### src/rtl/icrs_pkg.sv
// ----------------------------------------------------------------------------
// icrs_pkg
// Shared types and constants of the inverse-CDF rank sampler.
// ----------------------------------------------------------------------------
`default_nettype none

package icrs_pkg;

    localparam int MAX_ENTRIES = 1024;
    localparam int ADDR_W      = $clog2(MAX_ENTRIES);
    localparam int IDX_W       = 10;
    localparam int VAL_W       = 32;
    localparam int Z_W         = 33;
    localparam int CFG_W       = 11;
    localparam int RANK_W      = 11;
    localparam int N_W         = (CFG_W > ADDR_W + 1) ? CFG_W : ADDR_W + 1;
    localparam int QDEPTH      = 2;
    localparam int QPTR_W      = $clog2(QDEPTH);
    localparam int QCNT_W      = $clog2(QDEPTH + 1);

    typedef enum logic {
        K_LOAD  = 1'b0,
        K_QUERY = 1'b1
    } t_kind;

    typedef struct packed {
        t_kind             kind;
        logic [ADDR_W-1:0] addr;
        logic [VAL_W-1:0]  data;
        logic [Z_W-1:0]    z;
        logic [ADDR_W-1:0] last;
    } t_cmd;

endpackage

`default_nettype wire

### src/rtl/icrs_queue.sv
// ----------------------------------------------------------------------------
// icrs_queue
// Short command queue between the front and the search engine.
// ----------------------------------------------------------------------------
`default_nettype none

module icrs_queue (
    input  wire            i_clk,
    input  wire            i_rst_n,
    input  wire            i_push,
    input  icrs_pkg::t_cmd i_cmd,
    input  wire            i_pop,
    output logic           o_full,
    output logic           o_valid,
    output icrs_pkg::t_cmd o_cmd
);

    icrs_pkg::t_cmd              r_slot [icrs_pkg::QDEPTH];
    logic [icrs_pkg::QPTR_W-1:0] r_wptr;
    logic [icrs_pkg::QPTR_W-1:0] r_rptr;
    logic [icrs_pkg::QCNT_W-1:0] r_count;
    logic                        do_push;
    logic                        do_pop;

    assign o_full  = (r_count == icrs_pkg::QCNT_W'(icrs_pkg::QDEPTH));
    assign o_valid = (r_count != '0);
    assign do_push = i_push && !o_full;
    assign do_pop  = i_pop && o_valid;
    assign o_cmd   = r_slot[r_rptr];

    always_ff @(posedge i_clk) begin
        if (do_push) begin
            r_slot[r_wptr] <= i_cmd;
        end
    end

    always_ff @(posedge i_clk) begin
        if (!i_rst_n) begin
            r_wptr  <= '0;
            r_rptr  <= '0;
            r_count <= '0;
        end else begin
            if (do_push) begin
                r_wptr <= (r_wptr == icrs_pkg::QPTR_W'(icrs_pkg::QDEPTH - 1))
                          ? '0 : r_wptr + icrs_pkg::QPTR_W'(1);
            end
            if (do_pop) begin
                r_rptr <= (r_rptr == icrs_pkg::QPTR_W'(icrs_pkg::QDEPTH - 1))
                          ? '0 : r_rptr + icrs_pkg::QPTR_W'(1);
            end
            case ({do_push, do_pop})
                2'b10:   r_count <= r_count + icrs_pkg::QCNT_W'(1);
                2'b01:   r_count <= r_count - icrs_pkg::QCNT_W'(1);
                default: r_count <= r_count;
            endcase
        end
    end

endmodule

`default_nettype wire

### config.mk
export PLATFORM = sky130hd
export DESIGN_NAME = icrs_queue
export DESIGN_NICKNAME = d
export VERILOG_FILES = /design/src/rtl/icrs_pkg.sv /design/src/rtl/icrs_queue.sv
export SDC_FILE = /design/constraint.sdc
export NUM_CORES = 1
export LEC_CHECK = 0
export BUFFER_PORTS_ARGS = -buffer_cell sky130_fd_sc_hd__buf_2
export CORE_MARGIN = 2
export CORE_UTILIZATION = 46
export DETAILED_ROUTE_END_ITERATION = 10
export PLACE_DENSITY = 0.73
export SYNTH_ARGS = -nofsm -noshare
export SYNTH_HDL_FRONTEND = slang
export SYNTH_SLANG_ARGS = --single-unit
### constraint.sdc
create_clock -name i_clk -period 6 [get_ports i_clk]
set_input_delay 1.2 -clock i_clk [delete_from_list [all_inputs] [get_ports i_clk]]
set_output_delay 1.2 -clock i_clk [all_outputs]
set_load 0.03 [all_outputs]
==> out/results.txt <==
Remaining Overflow, GRT = 0
Synth Area in Compound Gates = 0.00504
post-CTS sizing = 0
Worst R2R Start = r_count[0]
main combinational cell family by area after synthesis = multiplexers
Final Net Count = 573
first-pass GRT wire length = 15700 µm
antenna violations before repair = 0
slowest CP cell = dfxtp_4
GRT Util Overall = 0.143
share of layout cells above drive strength 1 = 0.483
Die Height = 122 µm
number of library cell types mapped by synthesis = 22
violation count after the first detailed-route iteration = 254
Seq/Total Area, Yosys = 0.816
Vias = 3292
Worst slew margin = 0.196
P&R area growth vs syn = 25.0%
WP data arrival = 2.24 ns
DRC viols = 0
Final Cycle Share = 0.573
TNS Setup = 0 ns
critical path type = register to primary output
drt via density = 4.88
Multi-input gate area = 1100 µm²
flops & latches, synth = 177
Worst Setup Start Kind = register
synth warn = 0
R2R depth = 5
Post-CTS Setup Inserts = 0
Final Max Slew Viols = 0
adder-cell share of the synthesized area = 0.00194
TritonCTS Buffers = 17
Starting Density = 0.468
status = complete, no violations
Layout fillers = 1066
crit path buf inv count = 1
Int Power = 2.53 mW
syn nets = 385
Finish-stage setup viols = 0
largest net degree at the start of global routing = 87
core box area = 13800 µm²
Max Cap Viol = 0
IO Pins = 178
Simple-Gate Fraction of Synth Area = 0.00873
fin crit period = 3.44 ns
Sw Pwr = 1.23 mW
Hold Path Class = register to register
pwr dens = 467 nW/µm²
root buf cell = clkbuf_16
area of placed instances = 7510 µm²
Worst IR Drop VDD = 0.260 mV
worst-path cell chain = mux2_2, buf_2
ANT cells = 0
Pleak = 3.02 nW
htree depth = 4
Chip Width = 122 µm
most frequent cells in the layout = buf_2, edfxtp_1, mux2_1
Mapped Cells = 294
CP required = 4.80 ns
cell area after layout = 8060 µm²
unrepaired setup endpoints after global routing = no
actual slew at the worst max-slew pin = 1.21 ns
post-synthesis mux area share = 0.150
register area = 5270 µm²
Final Skew = 0.00820 ns
Top delay family on crit path = flip-flops
vias in the first global route = 3191
# rows = 43
sw frac = 0.328
TritonCTS Sinks = 177
clk_lat worst skew = 0.41 ns
f_max = 291 MHz
commonest non-fill, non-tap cell in the layout = buf_2
Critical Path Stages = 2
Avg Cell Area, Syn = 21.9 µm²
Reg clk slew, reported paths = 0.06 ns
Clock power frac = 0.271
worst setup path endpoint = o_cmd[8]
combinational share of power = 0.280
reg2reg setup slack = 3.45 ns
crit-path max cell delay = 1.09 ns
hold_buf cts = 0
# port buffers = 177
Routed WL per cell = 16.2 µm
Syn Std Cell Area = 6450 µm²
hold violation count in the final report = 0
Synth Area in XOR/XNOR = 0.00407
RePlAce Congestion = 0.680
Total Wirelength = 10900 µm
maximum root-to-sink buffer count = 2
Detail Route Antenna Nets = 0
DIE AREA = 15000 µm²
R2R Path End = r_slot[0][68]
TritonRoute pass-1 iters = 4
CTS tree = built
CP max FO = 86
hpwl dp = 6950 µm
CP endpoint kind = primary output
Seq pwr share = 0.449
## synth_stat cells, drive strengths merged
cell type,n,share of area
edfxtp,172,0.80
mux2,86,0.15
buf,9,0.011
dfxtp,5,0.016
inv,3,0.0017
xnor2,3,0.0041
a21boi,2,0.0023
nor2b,2,0.0019
o21ai,2,0.0016
or3,2,0.0019
and2,1,0.00097
and3,1,0.00097
clkbuf,1,0.00058
ha,1,0.0019
nand2,1,0.00058
nand2b,1,0.0014
o21a,1,0.0012
or2,1,0.00097
## how the worst min path moves through the flow
| stage | from | to | slack, ns | cells past startpoint |
|---|---|---|---|---|
| 2_1_floorplan | r_wptr | r_wptr | 0.46 | 2 |
| 3_3_place_gp | r_wptr | r_wptr | 0.47 | 2 |
| 3_5_place_dp | r_wptr | r_wptr | 0.53 | 2 |
| 4_1_cts | r_wptr | r_wptr | 0.54 | 2 |
| 5_1_grt | r_count[1] | r_count[1] | 0.58 | 2 |
| 6_report | r_wptr | r_wptr | 0.55 | 2 |
## worst register-to-register path, cell delays in order, from the launching register on
cell	delay [ns]
dfxtp_1	0.41
nand2b_2	0.19
inv_2	0.04
or3_1	0.35
clkinv_2	0.51
buf_4	0.66
## metrics by stage
| step | hold slack, ns | power [mW] | instances | utilization | setup slack (ns) |
|---|---|---|---|---|---|
| floorplan | 0.457 | 2.49 | 294 | - | 2.29 |
| global placement | 0.473 | 2.76 | 643 | 0.545 | 2.70 |
| detailed placement | 0.531 | 2.78 | 643 | 0.545 | 2.65 |
| CTS | 0.539 | 3.81 | 675 | 0.585 | 2.55 |
| global route | 0.576 | 3.92 | 675 | 0.585 | 2.48 |
| finish | 0.550 | 3.76 | 675 | 0.585 | 2.56 |
## layout make-up
| class | instances | share of cell area |
|---|---|---|
| inverter | 3 | 0.00155 |
| tap | 180 | 0.0279 |
| clock buffer | 18 | 0.0533 |
| clock inverter | 14 | 0.0151 |
| multi-input combinational | 104 | 0.137 |
| timing repair buffer | 179 | 0.112 |
| sequential | 177 | 0.654 |
## power groups by stage
stage	Clock, mW	Combinational [mW]	Sequential, mW
CTS	1.04	1.07	1.70
detailed placement	0	1.06	1.72
finish	1.02	1.05	1.69
floorplan	0	0.862	1.63
global placement	0	1.05	1.71
global route	1.09	1.11	1.72
## per-layer routing
| layer | global-route usage | vias to the layer above | share of wire |
|---|---|---|---|
| met3 | 0.0609 | 12 | 0.087 |
| met5 | 0 | - | 0 |
| met1 | 0.176 | 1612 | 0.43 |
| met2 | 0.223 | 134 | 0.47 |
| li1 | - | 1534 | - |
| met4 | 0.0560 | 0 | 0.013 |
## registers in the layout, summed over array words and instances (netlist names), named ones only
register  count
r_count       2
r_rptr        1
r_wptr        1
r_slot      172
## kinds of logic after synthesis
| family | Yosys count |
|---|---|
| xor gates and xnor gates | 3 |
| buffers and inverters | 13 |
| DFF | 177 |
| muxes | 86 |
| and+or+nand+nor | 9 |
| adders and majority gates | 1 |
| AOI/OAI and AO/OA | 5 |
No activity file was read; power rests on OpenSTA's default activity.
