===== config.mk =====
export PLATFORM = sky130hd
export DESIGN_NAME = icrs_front
export DESIGN_NICKNAME = d
export VERILOG_FILES = /design/src/rtl/icrs_pkg.sv /design/src/rtl/icrs_front.sv
export SDC_FILE = /design/constraint.sdc
export NUM_CORES = 1
export LEC_CHECK = 0
export ABC_AREA = 0
export CORE_AREA = 3 3 68 70
export CTS_CLUSTER_SIZE = 24
export DETAILED_ROUTE_END_ITERATION = 7
export DIE_AREA = 0 0 71 73
export DONT_BUFFER_PORTS = 1
export HOLD_SLACK_MARGIN = 0.05
export PLACE_DENSITY = 0.51
export SKIP_LAST_GASP = 1
export SLEW_MARGIN = 20
export SYNTH_ARGS = -nofsm -noshare
export SYNTH_HDL_FRONTEND = slang
export SYNTH_SLANG_ARGS = --single-unit

===== constraint.sdc =====
create_clock -name i_clk -period 3.9 [get_ports i_clk]
set_clock_uncertainty 0.05 [all_clocks]
set_input_delay 0.39 -clock i_clk [delete_from_list [all_inputs] [get_ports i_clk]]
set_output_delay 0.39 -clock i_clk [all_outputs]
set_load 0.02 [all_outputs]

===== src/rtl/icrs_pkg.sv =====
// ----------------------------------------------------------------------------
// icrs_pkg
// Shared types and constants of the inverse-CDF rank sampler.
// ----------------------------------------------------------------------------
`default_nettype none

package icrs_pkg;

    localparam int MAX_ENTRIES = 1024;
    localparam int ADDR_W      = $clog2(MAX_ENTRIES);
    localparam int IDX_W       = 10;
    localparam int VAL_W       = 32;
    localparam int Z_W         = 33;
    localparam int CFG_W       = 11;
    localparam int RANK_W      = 11;
    localparam int N_W         = (CFG_W > ADDR_W + 1) ? CFG_W : ADDR_W + 1;
    localparam int QDEPTH      = 2;
    localparam int QPTR_W      = $clog2(QDEPTH);
    localparam int QCNT_W      = $clog2(QDEPTH + 1);

    typedef enum logic {
        K_LOAD  = 1'b0,
        K_QUERY = 1'b1
    } t_kind;

    typedef struct packed {
        t_kind             kind;
        logic [ADDR_W-1:0] addr;
        logic [VAL_W-1:0]  data;
        logic [Z_W-1:0]    z;
        logic [ADDR_W-1:0] last;
    } t_cmd;

endpackage

`default_nettype wire


===== src/rtl/icrs_front.sv =====
// ----------------------------------------------------------------------------
// icrs_front
// Holds the entry count, classifies input beats and packs them as commands.
// ----------------------------------------------------------------------------
`default_nettype none

module icrs_front (
    input  wire                           i_clk,
    input  wire                           i_rst_n,
    input  wire                           i_cfg_we,
    input  wire [icrs_pkg::CFG_W-1:0]     i_cfg_data,
    input  wire                           i_valid,
    input  wire                           i_action,
    input  wire [icrs_pkg::IDX_W-1:0]     i_entry_index,
    input  wire [icrs_pkg::VAL_W-1:0]     i_entry_value,
    input  wire [icrs_pkg::Z_W-1:0]       i_uniform_value,
    input  wire                           i_q_full,
    output logic                          o_ready,
    output logic                          o_push,
    output icrs_pkg::t_cmd                o_cmd
);

    logic [icrs_pkg::CFG_W-1:0] r_entries_in_use;
    logic [icrs_pkg::N_W-1:0]   cnt_ext;
    logic [icrs_pkg::N_W-1:0]   n_clamped;
    logic [icrs_pkg::N_W-1:0]   last_ext;
    logic [icrs_pkg::N_W-1:0]   idx_ext;
    logic                       keep;

    always_ff @(posedge i_clk) begin
        if (!i_rst_n) begin
            r_entries_in_use <= icrs_pkg::CFG_W'(1);
        end else if (i_cfg_we) begin
            r_entries_in_use <= i_cfg_data;
        end
    end

    always_comb begin
        cnt_ext = icrs_pkg::N_W'(r_entries_in_use);
        if (cnt_ext == '0) begin
            n_clamped = icrs_pkg::N_W'(1);
        end else if (cnt_ext > icrs_pkg::N_W'(icrs_pkg::MAX_ENTRIES)) begin
            n_clamped = icrs_pkg::N_W'(icrs_pkg::MAX_ENTRIES);
        end else begin
            n_clamped = cnt_ext;
        end
        last_ext = n_clamped - icrs_pkg::N_W'(1);
        idx_ext  = icrs_pkg::N_W'(i_entry_index);
        keep     = i_action || (idx_ext < icrs_pkg::N_W'(icrs_pkg::MAX_ENTRIES));
    end

    assign o_ready = !i_q_full;
    assign o_push  = i_valid && o_ready && keep;

    always_comb begin
        o_cmd.kind = i_action ? icrs_pkg::K_QUERY : icrs_pkg::K_LOAD;
        o_cmd.addr = idx_ext[icrs_pkg::ADDR_W-1:0];
        o_cmd.data = i_entry_value;
        o_cmd.z    = i_uniform_value;
        o_cmd.last = last_ext[icrs_pkg::ADDR_W-1:0];
    end

endmodule

`default_nettype wire


==> run summary, run 1 <==
first-pass GRT wire length = 3780 um
syn_area_per_cell = 8.00 um^2
DR vias = 668
post-layout min period = 3.23 ns
Vert. Die Dim = 73 um
Final Slew Violations = 0
most instantiated cells after synthesis = buf_4 (76), mux2i_1 (12), dfxtp_1 (11), nor2b_1 (11)
critical path arrival = 2.79 ns
Overall Global Routing Usage = 0.0896
IO Count = 180
post-synth top area share = 0.448
Vias/cell = 5.18
VDD IR max = 0.000216 V
dominant synthesized flop cell = dfxtp_1
fillers = 457
dpl cells = 125
largest net degree at the start of global routing = 12
Post-Synthesis Cell Area = 1270 um^2
core footprint = 4030 um^2
# resized after CTS = 0
Port-buffer cells = 0
Achievable Freq = 310 MHz
HPWL Detailed = 2150 um
Syn Nets = 252
final setup TNS = 0 ns
Rows = 23
Pleak = 0.306 nW
postcts setup bufs = 0
CTS clock-pin slew for the worst setup and hold paths = 0.05 ns
post-route ant nets = 0
H-Tree Depth = 1
cell with the most instances after synthesis = buf_4
share of cells above drive strength 1 = 0.0506
Iter 0 DRT Violations = 17
max reg flops = 11
Worst Hold Class = in2reg
Startpoint Class = flip-flop
max_slew headroom = 0.628
residual DRC count = 0
final hold violations = 0
clk root buf = clkbuf_8
Initial Util = 0.316
RSZ-0062 raised after global routing = false
worst-path maximum fanout = 9
Inserted Clock Buffers = 3
Synth Register Bits = 11
CTS max path bufs = 2
Clk Latency, worst-skew pair = 0.23 ns
sequential element share of the synthesized area = 0.173
YS warnings = 0
number of max-cap violations = 0
GRT overflow = 0
CTS hold repair buffers = 0
final net count = 173
Worst-Margin Slew = 0.555 ns
initial antenna violation count = 0
area leader, netlist = buf_4
outcome = finished, final reports clean
PwrDens = 408 nW/um^2
n_diodes = 0
final wirelength = 2560 um
asr flop ratio synth = 0
Final Setup Violations = 0
TritonRoute pass-1 iters = 4
EDFF count, synth = 0
critical path type = reg2out
DIE WIDTH = 71 um
CTS tree = built
vias in the first global route = 726
Yosys cell types = 31
fin cells = 129
routed length per instance = 19.9 um
die area = 5180 um^2
Critical Path End Type = output port
CTS Sinks = 11
Tcrit/Tclk final = 0.828
Req. time, crit path = 3.46 ns
RePlAce Congestion = 0.682
Synth area leaders = buf_4 (45%), dfxtp_1 (17%), mux2i_1 (9.4%)
P&R area growth vs syn = -39.9%
Cells after Synth = 159
## cell families (layout without fill, tap and decap cells)
| logic type | count (synthesis) | count (layout) | synth area share |
|---|---|---|---|
| buffers and inverters | 87 | 7 | 0.493 |
| muxes | 12 | 12 | 0.0944 |
| xor gates and xnor gates | 1 | 1 | 0.00688 |
| DFF | 11 | 11 | 0.173 |
| adders and majority gates | 1 | 1 | 0.00983 |
| AOI/OAI and AO/OA | 16 | 16 | 0.0836 |
| and+or+nand+nor | 31 | 31 | 0.140 |
## area by class of cell
type | count | area, um^2 | share of cell area
inverter | 3 | 11.3 | 0.0147
tap | 50 | 62.6 | 0.0818
sequential | 11 | 220 | 0.288
multi-input combinational | 61 | 425 | 0.556
clock buffer | 4 | 45.0 | 0.0589
## cells in the final DEF (no fill, tap or decap)
cell      Yosys  layout
inv_1         3       3
and3_1        1       1
or3_1         3       3
nor4_1        1       1
or4_1         1       1
mux2i_1      12      12
nand3_1       1       1
o31ai_1       2       2
dfxtp_1      11      11
ha_1          1       1
clkbuf_1      5       1
o21ai_1       3       3
nand2b_1      1       1
nor2b_1      11      11
o41ai_1       1       1
o211ai_1      1       1
nor3b_1       1       1
nor3_1        2       2
nor2_1        3       3
or4_4         1       1
a21oi_1       4       4
clkbuf_8      0       3
xnor2_1       1       1
nand2_1       5       5
o311a_1       1       1
a31oi_1       1       1
a211o_1       1       1
a221o_1       1       1
o21ai_0       1       1
## path summary, 6_finish.rpt
| kind | from | cells after the start | slack, ns | endpoint |
|---|---|---|---|---|
| setup / recovery | cnt_ext[3] | 6 | 0.67 | o_cmd[4] |
| hold / removal | i_rst_n | 1 | 0.17 | cnt_ext[0] |
| hold reg to reg | cnt_ext[0] | 2 | 0.50 | cnt_ext[0] |
| setup reg to reg | cnt_ext[2] | 2 | 3.08 | cnt_ext[2] |
## worst max-delay path: stages, from the launching register on
cell	delay, ns
dfxtp_1	0.37
or4_4	0.61
nor3_1	0.20
o21ai_1	0.21
ha_1	0.39
a211o_1	0.33
a31oi_1	0.45
## report_power, final
| group | switching [mW] | leakage (nW) | internal, mW |
|---|---|---|---|
| clock | 0.0401 | 0.0228 | 0.0716 |
| sequential | 0.0103 | 0.0909 | 0.119 |
| combinational | 0.0450 | 0.192 | 0.0257 |
## metal layers
layer | routed length [um] | up-vias | track usage | part of all wire
met5 | 0 | - | 0.0202 | 0
met4 | 165 | 0 | 0.0752 | 0.064
met3 | 509 | 30 | 0.0647 | 0.20
met2 | 1200 | 70 | 0.149 | 0.47
met1 | 690 | 278 | 0.0678 | 0.27
li1 | - | 290 | - | -
## per-stage QoR
stage                     setup slack [ns]  utilization  total power [mW]  instance area, um^2  hold WS, ns
after floorplan                      0.935            -             0.312                 1270        0.432
after global placement               0.972        0.179             0.202                  719        0.405
after detailed placement             0.919        0.179             0.204                  719        0.407
after CTS                            0.665        0.190             0.315                  764        0.168
after global routing                 0.527        0.190             0.328                  764        0.178
final                                0.671        0.190             0.312                  764        0.167
Power figures use the tool's default switching activity.
==> inputs of run 2 (changes only) <==
- clock period: 3.9 -> 3.1 ns (I/O delays scaled with it)
==> run 2 against run 1 <==
Register-to-register slack got worse by 0.76 ns; global-route usage increased by 0.086 points; final cell count increased by 2.3%; critical path type unchanged; highest routed layer unchanged.
==> run summary, run 2 (synthesis results as in run 1) <==
critical path type = reg2out (unchanged)
Worst-Margin Slew = 0.527 ns (was 0.555 ns)
HPWL Detailed = 2080 um (was 2150 um)
IO Count = 180 (unchanged)
Setup crit end = o_cmd[4] (unchanged)
TritonRoute pass-1 iters = 4 (unchanged)
Startpoint Class = flip-flop (unchanged)
max_slew headroom = 0.647 (was 0.628)
initial antenna violation count = 0 (unchanged)
Finished Cell Area = 793 um^2 (was 764 um^2)
Multi-input gate area = 432 um^2 (was 425 um^2)
final setup TNS = 0 ns (unchanged)
Vias/cell = 5.13 (was 5.18)
Crit. Startpoint = cnt_ext[3] (unchanged)
postcts setup bufs = 0 (unchanged)
clk root buf = clkbuf_8 (unchanged)
H-Tree Depth = 1 (unchanged)
outcome = finished, final reports clean (unchanged)
VDD IR max = 0.000222 V (was 0.000216 V)
Critical Path Slowest Stage Cell = or4_4 (unchanged)
dpl cells = 128 (was 125)
fillers = 455 (was 457)
Final Slew Violations = 0 (unchanged)
P&R area growth vs syn = -37.7% (was -39.9%)
CP max stage delay = 0.61 ns (about the same)
vias in the first global route = 706 (was 726)
die area = 5180 um^2 (unchanged)
pre-CTS WS = 0.304 ns (was 0.919 ns)
r2r endpoint = cnt_ext[2] (unchanged)
Tot Pwr = 400 uW (was 312 uW)
CTS clock-pin slew for the worst setup and hold paths = 0.05 ns (about the same)
Req. time, crit path = 2.74 ns (was 3.46 ns)
final wirelength = 2520 um (was 2560 um)
Pleak = 0.321 nW (was 0.306 nW)
number of max-cap violations = 0 (unchanged)
CP Buf/Inv Count = 1 (was 0)
Clk Latency, worst-skew pair = 0.23 ns (about the same)
residual DRC count = 0 (unchanged)
n_diodes = 0 (unchanged)
DR vias = 677 (was 668)
post-route ant nets = 0 (unchanged)
first-pass GRT wire length = 3730 um (was 3780 um)
RePlAce Congestion = 0.648 (was 0.682)
most frequent cells in the layout = mux2i_1 (12), nor2b_1 (11), dfxtp_1 (11), nand2_1 (5), a21oi_1 (4) (unchanged)
crit-path cells = or4_4 -> nor3_1 -> o21ai_2 -> ha_2 -> a211o_1 -> a31oi_1 -> buf_4 (was or4_4 -> nor3_1 -> o21ai_1 -> ha_1 -> a211o_1 -> a31oi_1)
Final Setup Violations = 0 (unchanged)
DIE WIDTH = 71 um (unchanged)
Critical Path End Type = output port (unchanged)
Inserted Clock Buffers = 3 (unchanged)
max reg flops = 11 (unchanged)
RSZ-0062 raised after global routing = false (unchanged)
most common cell after layout, fill and taps aside = mux2i_1 (unchanged)
fin cells = 132 (was 129)
Initial Util = 0.316 (unchanged)
CTS Sinks = 11 (unchanged)
Min Hold Slack = 0.0891 ns (was 0.167 ns)
critical path arrival = 2.56 ns (was 2.79 ns)
final hold violations = 0 (unchanged)
placed inst area = 742 um^2 (was 719 um^2)
Vert. Die Dim = 73 um (unchanged)
Achievable Freq = 343 MHz
FF+latch area = 220 um^2 (unchanged)
Worst Hold Class = in2reg (unchanged)
M1 WL = 720 um (was 690 um)
worst reg2reg setup slack = 2.32 ns (was 3.08 ns)
PwrDens = 505 nW/um^2 (was 408 nW/um^2)
final net count = 176 (was 173)
worst-path maximum fanout = 9 (unchanged)
top sig layer = met4 (unchanged)
CP Depth = 7 (was 6)
Overall Global Routing Usage = 0.0904 (was 0.0896)
CP top delay family = simple AND/OR/NAND/NOR gates (was compound AO/OA/AOI/OAI gates)
Tcrit/Tclk final = 0.941
Rows = 23 (unchanged)
wire length on met2 = 1140 um (was 1200 um)
largest net degree at the start of global routing = 12 (unchanged)
core footprint = 4030 um^2 (unchanged)
routed length per instance = 19.1 um (was 19.9 um)
CTS max path bufs = 2 (unchanged)
Final Util = 0.197 (was 0.190)
final setup margin = 0.184 ns (was 0.671 ns)
CTS tree = built (unchanged)
worst r2r src = cnt_ext[2] (unchanged)
Iter 0 DRT Violations = 12 (was 17)
share of cells above drive strength 1 = 0.110 (was 0.0506)
worst r2r path cells = 2 (unchanged)
routed wl met3 = 493 um (was 509 um)
post-layout min period = 2.92 ns
Port-buffer cells = 0 (unchanged)
GRT overflow = 0 (unchanged)
[run 2: cell types whose count changed in the layout (fill, tap and decap cells not counted)]
cell	before	now
ha_2	0	1
buf_4	0	3
o21ai_2	0	1
o21ai_1	3	2
ha_1	1	0
[run 2: how the worst min path moves through the flow]
stage / startpoint / end / slack (ns) / cells past startpoint
after floorplan: i_rst_n / cnt_ext[9] / 0.39 / 1
after global placement: i_rst_n / cnt_ext[0] / 0.32 / 1
after detailed placement: i_rst_n / cnt_ext[0] / 0.33 / 1
after CTS: i_rst_n / cnt_ext[0] / 0.08 / 1
after global routing: i_rst_n / cnt_ext[0] / 0.08 / 1
final: i_rst_n / cnt_ext[0] / 0.09 / 1
[run 2: routing by layer]
metal	track usage	vias up
met1	0.0819	283
met4	0.0856	0
met2	0.134	70
met5	0.0202	-
met3	0.0592	30
li1	-	294
[run 2: what timing repair did]
action | in CTS | in global routing
hold buffers | 0 | 0
gates resized for setup | 0 | 2
endpoints found under the setup margin | 0 | 2
hold endpoints to repair | 0 | 0
[run 2: where the power goes]
group	switching (mW)	total [mW]	internal, mW	leakage (nW)
clock network	0.0501	0.140	0.0900	0.0228
registers	0.0126	0.163	0.150	0.0909
logic	0.0572	0.0973	0.0400	0.208
[run 2: layout make-up]
cell class                 count  area share
multi-input combinational     61       0.544
sequential                    11       0.278
tap                           50      0.0789
clock buffer                   4      0.0568
timing repair buffer           3      0.0284
inverter                       3      0.0142
[run 2: worst reg2reg max path, stage by stage (launching register included)]
cell	delay (ns)
dfxtp_1	0.46
mux2i_1	0.11
nor2b_1	0.10
==> inputs of run 3 (changes only) <==
- CELL_PAD_IN_SITES_DETAIL_PLACEMENT: not set -> 1
- CELL_PAD_IN_SITES_GLOBAL_PLACEMENT: not set -> 2
- CORE_AREA: 3 3 68 70 -> not set
- CORE_MARGIN: not set -> 3
- CORE_UTILIZATION: not set -> 27
- DIE_AREA: 0 0 71 73 -> not set
- GPL_TIMING_DRIVEN: not set -> 1
- PLACE_DENSITY: 0.51 -> 0.86
==> run 3 against run 2 <==
Total power barely moved; core utilization shrank 1.8 points; critical path depth unchanged; non-clock buffer count increased by 1; highest routed layer unchanged.
==> run summary, run 3 (synthesis results as in run 1) <==
n_diodes = 0 (unchanged)
Rows = 24 (was 23)
Overall Global Routing Usage = 0.0905 (was 0.0904)
clk root buf = clkbuf_8 (unchanged)
vias in the first global route = 747 (was 706)
final setup margin = 0.175 ns (was 0.184 ns)
Startpoint Class = flip-flop (unchanged)
PwrDens = 502 nW/um^2 (was 505 nW/um^2)
Worst Hold Launch = i_rst_n (unchanged)
CTS Sinks = 11 (unchanged)
fin cells = 135 (was 132)
Critical Path Slowest Stage Cell = or4_4 (unchanged)
die area = 5570 um^2 (was 5180 um^2)
GR peak layer = met2 (unchanged)
number of max-cap violations = 0 (unchanged)
dpl cells = 131 (was 128)
DIE WIDTH = 74.7 um (was 71 um)
final setup TNS = 0 ns (unchanged)
Vert. Die Dim = 74.7 um (was 73 um)
TritonRoute pass-1 iters = 4 (unchanged)
Worst-Margin Slew = 0.497 ns (was 0.527 ns)
pre-CTS WS = 0.407 ns (was 0.304 ns)
Inserted Clock Buffers = 3 (unchanged)
Tot Pwr = 400 uW (about the same)
# resized after CTS = 0 (unchanged)
largest net degree at the start of global routing = 12 (unchanged)
postcts setup bufs = 0 (unchanged)
residual DRC count = 0 (unchanged)
P&R area growth vs syn = -37.4% (was -37.7%)
fillers = 535 (was 455)
met3 GRT Util = 0.0494 (was 0.0592)
core footprint = 4440 um^2 (was 4030 um^2)
post-layout min period = 2.92 ns (about the same)
Worst Hold Class = in2reg (unchanged)
final net count = 177 (was 176)
critical path type = reg2out (unchanged)
DR vias = 686 (was 677)
RePlAce Congestion = 0.665 (was 0.648)
Multi-input gate area = 425 um^2 (was 432 um^2)
Achievable Freq = 342 MHz (was 343 MHz)
Initial Util = 0.286 (was 0.316)
max reg flops = 11 (unchanged)
Req. time, crit path = 2.74 ns (about the same)
CTS clock-pin slew for the worst setup and hold paths = 0.05 ns (about the same)
worst r2r src = cnt_ext[2] (unchanged)
Vias/cell = 5.08 (was 5.13)
initial antenna violation count = 0 (unchanged)
Critical Path End Type = output port (unchanged)
H-Tree Depth = 1 (unchanged)
CTS tree = built (unchanged)
routed length per instance = 18.0 um (was 19.1 um)
RSZ-0062 raised after global routing = false (unchanged)
Final Setup Violations = 0 (unchanged)
Pleak = 0.326 nW (was 0.321 nW)
most common cell after layout, fill and taps aside = mux2i_1 (unchanged)
critical path arrival = 2.56 ns (about the same)
Final Slew Violations = 0 (unchanged)
Iter 0 DRT Violations = 46 (was 12)
final wirelength = 2430 um (was 2520 um)
CTS hold repair buffers = 0 (unchanged)
final hold violations = 0 (unchanged)
Clk Latency, worst-skew pair = 0.23 ns (about the same)
outcome = finished, final reports clean (unchanged)
crit-path cells = or4_4 -> nor3_1 -> o21ai_1 -> ha_1 -> a211o_1 -> a31oi_1 -> buf_4 (was or4_4 -> nor3_1 -> o21ai_2 -> ha_2 -> a211o_1 -> a31oi_1 -> buf_4)
IO Count = 180 (unchanged)
CTS max path bufs = 2 (unchanged)
GRT overflow = 0 (unchanged)
share of cells above drive strength 1 = 0.0964 (was 0.110)
worst-path maximum fanout = 9 (unchanged)
met1 Use GR = 0.0946 (was 0.0819)
Port-buffer cells = 0 (unchanged)
FF+latch area = 220 um^2 (unchanged)
post-route ant nets = 0 (unchanged)
M2 GR Usage = 0.143 (was 0.134)
max_slew headroom = 0.667 (was 0.647)
VDD IR max = 0.000108 V (was 0.000222 V)
Crit. Startpoint = cnt_ext[3] (unchanged)
first-pass GRT wire length = 3880 um (was 3730 um)
most frequent cells in the layout = mux2i_1 (12), nor2b_1 (11), dfxtp_1 (11), nand2_1 (5) (was mux2i_1 (12), nor2b_1 (11), dfxtp_1 (11), nand2_1 (5), a21oi_1 (4))
Tcrit/Tclk final = 0.943 (was 0.941)
CP max stage delay = 0.62 ns (was 0.61 ns)
HPWL Detailed = 1930 um (was 2080 um)
==> run 3: changes by cell type in the layout (fill, tap and decap cells not counted), sizes merged <==
cell,previous run,this run
buf,3,4
==> run 3: critical path: cells and delay by family, from the launching register on <==
| family | cells | cell delay (ns) |
|---|---|---|
| AO/OA/AOI/OAI | 3 | 0.63 |
| adder cells (fa/ha/maj) | 1 | 0.34 |
| buffers and inverters | 1 | 0.17 |
| flip-flops | 1 | 0.38 |
| AND/OR/NAND/NOR | 2 | 0.82 |
==> run 3: area by class of cell <==
cell class,instances,area share
Sequential cell,11,0.276
Multi-Input combinational cell,61,0.534
Inverter,3,0.0141
Tap cell,52,0.0816
Clock buffer,4,0.0565
Timing Repair Buffer,4,0.0377
==> run 3: where the power goes <==
part	switching, mW	total (mW)	internal [mW]
Clock	0.0456	0.135	0.0896
Sequential	0.0140	0.164	0.150
Combinational	0.0598	0.100	0.0407
==> run 3: routing by layer <==
| metal | wire [um] | part of all wire |
|---|---|---|
| met1 | 876 | 0.36 |
| met2 | 1190 | 0.49 |
| met3 | 308 | 0.13 |
| met4 | 57 | 0.023 |
| met5 | 0 | 0 |
==> run 3: path summary, 6_finish.rpt <==
check	endpoint	slack (ns)	depth (start not counted)
setup / recovery	o_cmd[4]	0.18	7
hold reg to reg	cnt_ext[0]	0.49	2
hold / removal	cnt_ext[0]	0.1	1
setup reg to reg	cnt_ext[2]	2.25	2
==> run 3: through the flow <==
stage / hold slack, ns / util / cell area, um^2
3_5_place_dp: 0.328 / 0.169 / 752
2_1_floorplan: 0.388 / - / 1270
3_3_place_gp: 0.324 / 0.169 / 752
5_1_grt: 0.105 / 0.179 / 797
6_report: 0.0953 / 0.179 / 797
4_1_cts: 0.0886 / 0.179 / 797
